--- src/hw/rtl/sbi_pkg.sv ---
// ----------------------------------------------------------------------------
// sbi_pkg
// Shared constants for the segment/box slab test pipeline.
// ----------------------------------------------------------------------------
package sbi_pkg;
  localparam int COORD_WIDTH_DEF = 32;
  localparam int T_W             = 32;   // Q16.16 slab parameter
  localparam int Q_W             = 31;   // unsigned quotient bits below saturation
  localparam int FRAC_W          = 16;
  localparam int AXES            = 3;
  localparam int CFG_IDX_W       = 3;
  localparam logic signed [T_W-1:0] T_ONE  = 32'sd65536;
  localparam logic signed [T_W-1:0] T_ZERO = 32'sd0;
  localparam logic signed [T_W-1:0] T_POS_SAT = 32'sh7FFF_FFFF;
  localparam logic signed [T_W-1:0] T_NEG_SAT = 32'sh8000_0000;

  localparam logic [CFG_IDX_W-1:0] REG_MIN_X = 3'd0;
  localparam logic [CFG_IDX_W-1:0] REG_MIN_Y = 3'd1;
  localparam logic [CFG_IDX_W-1:0] REG_MIN_Z = 3'd2;
  localparam logic [CFG_IDX_W-1:0] REG_MAX_X = 3'd3;
  localparam logic [CFG_IDX_W-1:0] REG_MAX_Y = 3'd4;
  localparam logic [CFG_IDX_W-1:0] REG_MAX_Z = 3'd5;
endpackage

--- src/hw/rtl/sbi_qdiv.sv ---
// ----------------------------------------------------------------------------
// sbi_qdiv
// Pipelined restoring divider: floor(nm * 2^16 / dm), one bit per stage,
// with a saturation flag when the quotient would reach 2^31.
// ----------------------------------------------------------------------------
module sbi_qdiv
  import sbi_pkg::*;
#(
  parameter int COORD_WIDTH = COORD_WIDTH_DEF
) (
  input  logic                 clk,
  input  logic                 en,
  input  logic [COORD_WIDTH:0] nm_i,
  input  logic [COORD_WIDTH:0] dm_i,
  output logic                 sat_o,
  output logic [Q_W-1:0]       q_o
);
  localparam int MW = COORD_WIDTH + 1;
  localparam int SH = Q_W - FRAC_W;   // 15

  logic [MW-1:0]  r_r   [0:Q_W];
  logic [MW-1:0]  dm_r  [0:Q_W];
  logic [Q_W-1:0] w_r   [0:Q_W];
  logic           sat_r [0:Q_W];

  // initial partial remainder: nm >> 15; low numerator bits queue in w
  always_ff @(posedge clk) begin
    if (en) begin
      sat_r[0] <= ({{SH{1'b0}}, nm_i} >= {dm_i, {SH{1'b0}}});
      r_r[0]   <= nm_i >> SH;
      w_r[0]   <= {nm_i[SH-1:0], {FRAC_W{1'b0}}};
      dm_r[0]  <= dm_i;
    end
  end

  for (genvar k = 1; k <= Q_W; k++) begin : g_step
    logic [MW:0]   tr;
    logic [MW:0]   dif;
    logic          ge;
    logic [MW-1:0] r_nxt;
    assign tr    = {r_r[k-1], w_r[k-1][Q_W-1]};
    assign ge    = (tr >= {1'b0, dm_r[k-1]});
    assign dif   = tr - {1'b0, dm_r[k-1]};
    assign r_nxt = ge ? dif[MW-1:0] : tr[MW-1:0];
    always_ff @(posedge clk) begin
      if (en) begin
        r_r[k]   <= r_nxt;
        w_r[k]   <= {w_r[k-1][Q_W-2:0], ge};
        dm_r[k]  <= dm_r[k-1];
        sat_r[k] <= sat_r[k-1];
      end
    end
  end

  assign sat_o = sat_r[Q_W];
  assign q_o   = w_r[Q_W];
endmodule

--- config.mk ---
export PLATFORM = sky130hd
export DESIGN_NAME = sbi_qdiv
export DESIGN_NICKNAME = d
export VERILOG_FILES = /design/src/hw/rtl/sbi_pkg.sv /design/src/hw/rtl/sbi_qdiv.sv
export SDC_FILE = /design/constraint.sdc
export NUM_CORES = 2
export LEC_CHECK = 0
export ABC_CLOCK_PERIOD_IN_PS = 3600
export BUFFER_PORTS_ARGS = -buffer_cell sky130_fd_sc_hd__buf_2
export CAP_MARGIN = 40
export CORE_ASPECT_RATIO = 0.8
export CORE_MARGIN = 2
export CORE_UTILIZATION = 45
export CTS_CLUSTER_DIAMETER = 80
export DETAILED_ROUTE_END_ITERATION = 8
export SKIP_LAST_GASP = 1
export SYNTH_ARGS = -nofsm -noshare
export SYNTH_HDL_FRONTEND = slang
export SYNTH_SLANG_ARGS = --single-unit
--- constraint.sdc ---
create_clock -name clk -period 3.6 [get_ports clk]
set_input_delay 0.54 -clock clk [delete_from_list [all_inputs] [get_ports clk]]
set_output_delay 0.54 -clock clk [all_outputs]
set_load 0.01 [all_outputs]
Yosys cells after proc, flatten, opt, wreduce, memory -nomap -nowiden
Memories as Yosys holds them, arrays and structs flattened.
Cells that the tools add are included.
Cells by class
  mux-type cells: 33
  add/subtract/negate cells: 31
  order comparisons: 32
Operator list (number)
  $ge A34 B33 Y1: 31
  $mux W33: 31
  $sub A33 B33 Y33: 31
  $ge A33 B48 Y1: 1
  $mux W1: 2
Storage, ports and cells
  memory bits (writable): 3136
  register bits: 0
  memories: 4
  logic and storage cells: 100
Memory list
  dm_r: words 32, width 33, read ports 31, clocked after Yosys merged registers in 0, write ports 32, line sbi_qdiv.sv:22  | logic [MW-1:0] dm_r [0:Q_W];
  r_r: words 32, width 33, read ports 31, clocked after Yosys merged registers in 0, write ports 32, line sbi_qdiv.sv:21  | logic [MW-1:0] r_r [0:Q_W];
  w_r: words 32, width 31, read ports 32, clocked after Yosys merged registers in 0, write ports 32, line sbi_qdiv.sv:23  | logic [Q_W-1:0] w_r [0:Q_W];
  sat_r: words 32, width 1, read ports 32, clocked after Yosys merged registers in 0, write ports 32, line sbi_qdiv.sv:24  | logic sat_r [0:Q_W];

Logic depth before layout (Yosys ltp)
  depth after elaboration: 2
  mapped depth: 16
  gate-level depth less buffers: 14

Worst setup path before layout
No wires, ideal clock.
  kind: register -> register
  from: memory w_r[6][30] (netlist: w_r[0][216])
  to: memory r_r[7][25] (netlist bit), data pin
  data required time: 3338 ps
  setup time: 262 ps
  period minus slack after synthesis: 3573 ps
  setup slack: 27 ps
  data arrival time: 3310 ps
  cell stages (with the launch flop): 16
  buffers on the path: 1
  cell sequence: edfxtp_1 > inv_1 > ha_1 > inv_1 > fa_1 > a211oi_1 > o21ai_1 > a2111oi_2 > o21a_1 > o22ai_1 > a21oi_2 > o211ai_1 > a21oi_2 > o21ai_2 > buf_2 > mux2_1
RTL lines (line)
  start, declared: sbi_qdiv.sv:23
  end, declared: sbi_qdiv.sv:21

==> results.tsv <==
stage	metric	value	unit
outcome	status	finished, violations left	
outcome	failing checks	negative setup slack	
clock_tree	TritonCTS clock tree	yes	
critical_path	CP Cell Sequence	inv_1 -> ha_2 -> inv_2 -> fa_2 -> a21o_1 -> a21oi_4 -> o221ai_4 -> o211ai_1 -> buf_4 -> nand2_4 -> a211oi_4 -> o21ai_2 -> a31o_4 -> clkbuf_16 -> mux2_4	
placement	final RePlAce weighted congestion	0.976	
synth	Synth cell types	100	
critical_path	slowest CP cell	o211ai_1	
sta	Slew @ Worst Pin	942	ps
final_layout	share of cells above drive strength 1	0.179	
routing	antenna-violating nets left	0	
floorplanning	Initial Util	0.453	
critical_path	Largest stage delay, worst path	480	ps
final_layout	Multi-input gate area	62400	um^2
clock_tree	clk buf depth	4	
sta	worst hold margin	206	ps
floorplanning	DIE WIDTH	640	um
grt	vias in the first global route	99700	
critical_path	CP Launch Type	flop	
synth	Post-Synth Simple-Gate Area	0.0852	
placement	# port buffers	99	
critical_path	CP Depth	15	
routing	DRT Pass-1 Iters	6	
critical_path	Bufs and invs on worst path	4	
sta	Final period util	1.09	
final_layout	fin cells	18700	
floorplanning	number of placement rows	186	
sta	setup slack after layout	-317	ps
synth	Seq/Total Area, Yosys	0.552	
clock_tree	Num CTS Buffers	295	
sta	fmax	255	MHz
final_layout	commonest cells after routing, fill and taps aside	edfxtp_1 (2,679), inv_1 (1,251), buf_4 (1,203)	
critical_path	CP delay by family, top	compound AO/OA/AOI/OAI gates	
synth	Synth Instances	12600	
critical_path	worst flop-to-flop path endpoint	r_r[10][12]	
critical_path	crit path capture	r_r[10][12]	
routing	Initial DRC Count	10700	
critical_path	Max Fanout on Critical Path	6	
synth	post-synthesis mux area share	0.0343	
power	power density over the cells	932	nW/um^2
critical_path	CP Launch Point	w_r[0][309]	
synth	largest area contributor in the netlist	edfxtp_1	
routing	routed vias/inst	5.61	
synth	Yosys warnings	0	
synth	top cells by area, synth	edfxtp_1 (55%), ha_1 (8.8%), a21oi_1 (4.0%)	
clock_tree	Reg clk slew, reported paths	60	ps
grt	largest net degree at the start of global routing	130	
final_layout	Syn-to-layout area delta	20.7	%
synth	async set or reset register ratio after synthesis	0	
grt	All-Layer GR Usage	0.248	
floorplanning	# IOs	100	
sta	count of pins over their slew limit	0	
final_layout	register area	80400	um^2
grt	initial antenna violation count	21	
synth	Yosys reg bits	2679	
grt	first-pass GRT wire length	625000	um
sta	slew margin rel.	0.370	
min_path	Hold Crit Class	in -> reg	
critical_path	R2R cell count	15	
power	cell leakage power	0.0731	uW
critical_path	CP required	4260	ps
critical_path	reg-to-reg startpoint	w_r[0][309]	
synth	Main synth FF type	edfxtp_1	
synth	Post-Synth Adder-Cell Area	0.0921	
routing	Post-Route WL	421000	um
synth	compound-cell area share of the yosys netlist	0.143	
clock_tree	H-tree Lvls	5	
synth	top-area cell type share of the netlist area	0.552	
power	Worst IR Drop VDD	435	uV
floorplanning	Placeable Area	322000	um^2
flow_run	max_cap viols	0	
clock_tree	Num Clock Sinks	2679	
min_path	Hold Path Depth	1	
final_layout	commonest non-fill, non-tap cell in the layout	edfxtp_1	
placement	placed insts	17800	
routing	routed vias	105000	
synth	post-synthesis xor/xnor area fraction	0.0503	
routing	DRC viols	0	
final_layout	Nets	15200	
routing	WL/cell	22.5	um
synth	Mean Syn Cell Area	11.6	um^2
grt	total gr overflow	0	
clock_tree	clock latency on the worst-skew pair	930	ps
critical_path	register-to-register setup slack	-320	ps
synth	mapped cell area	146000	um^2
critical_path	CP endpoint kind	flop	
synth	largest family of logic cells by synthesized area	compound AO/OA/AOI/OAI gates	
final_layout	Fill cells	27200	
floorplanning	Die H	513	um
critical_path	WP data arrival	4580	ps
synth	Syn Nets	13700	
sta	min cycle time layout	3920	ps
critical_path	Setup CP Type	reg -> reg	
synth	Post-synth EDFFs	2679	
sta	Setup Total Neg Slack	-20830	ps
placement	dpl hpwl	314000	um
clock_tree	CTS root buf	clkbuf_16	
sta	unrepaired setup endpoints after global routing	yes	
sta	clk_skew	36.5	ps
sta	Final Setup Violations	234	
sta	final hold vios	0	
floorplanning	die area	329000	um^2
==> metal layers <==
layer / vias to the layer above / GRT usage / part of all wire
li1: 49400 / - / -
met5: - / 0 / 0
met4: 0 / 0.0516 / 0.020
met2: 3520 / 0.333 / 0.39
met1: 51300 / 0.403 / 0.50
met3: 476 / 0.0513 / 0.089
==> synth_stat cells (27+ instances only) <==
cell      count
o21bai_1    149
nand2b_1    118
nand4_1     159
nand2_1     762
fa_1         30
nor4_1       46
xnor2_1     515
buf_4        37
nor2_1      806
a21o_1      521
o21ai_0     416
mux2_1      400
or3_1        29
inv_1      1274
buf_2        54
ha_1       1026
a21oi_1    1174
nand3_1     176
o21ai_1     270
a211oi_1     91
and2_1       57
edfxtp_1   2679
nor2b_1     139
o21a_1      118
o211ai_1     42
clkbuf_1    231
a41oi_1      27
a211o_1      27
a31oi_1      95
and3_1       84
xor2_1      323
nor3_1      134
o31ai_1      77
==> worst min-delay path by stage <==
stage                            from           to  slack [ps]
after floorplan              sat_r[9]    sat_r[10]         400
after global placement    w_r[0][127]  w_r[0][159]         400
after detailed placement   w_r[0][83]  w_r[0][115]         400
after CTS                          en   r_r[20][1]         100
after global routing               en   r_r[20][1]         140
final                              en   r_r[19][9]         210
==> what timing repair did <==
action,in CTS,in global routing
pin swaps,105,165
gates cloned,30,15
resized for setup,324,473
hold endpoints to repair,66,0
hold buffers,66,0
setup endpoints to repair,615,826
setup buffers,99,113
==> kinds of logic after synthesis <==
family,count (synthesis)
xor gates and xnor gates,838
DFF,2679
and+or+nand+nor,2643
buffers and inverters,1609
adders and majority gates,1056
muxes,447
AOI/OAI and AO/OA,3338
==> power breakdown <==
group / switching [uW] / internal (uW)
combinational: 43900 / 38300
sequential: 6090 / 45400
clock: 12900 / 17700
total: 62800 / 101000
==> registers in the layout, summed over array words and instances, names as in the netlist <==
signal	flops
dm_r	1023
r_r	1008
sat_r	32
w_r	616
==> metrics by stage <==
step                      setup WS, ps  total power, uW  cell area (um^2)  utilization
after floorplan                   27.3            96000            146000            -
after global placement            -521           122000            160000        0.497
after detailed placement          -512           123000            160000        0.497
after CTS                         -229           159000            173000        0.538
after global routing              -456           174000            176000        0.547
final                             -317           164000            176000        0.547
==> final cells by class <==
| class | instances | area share |
|---|---|---|
| flip-flops and latches | 2679 | 0.457 |
| multi-input cells | 8322 | 0.354 |
| repair buffers | 1532 | 0.0761 |
| clock buffers | 339 | 0.0435 |
| well taps | 4324 | 0.0307 |
| inverters | 1282 | 0.0274 |
| clock inverters | 189 | 0.0111 |
| diodes | 3 | 0.0000426 |
Power figures use the tool's default switching activity.
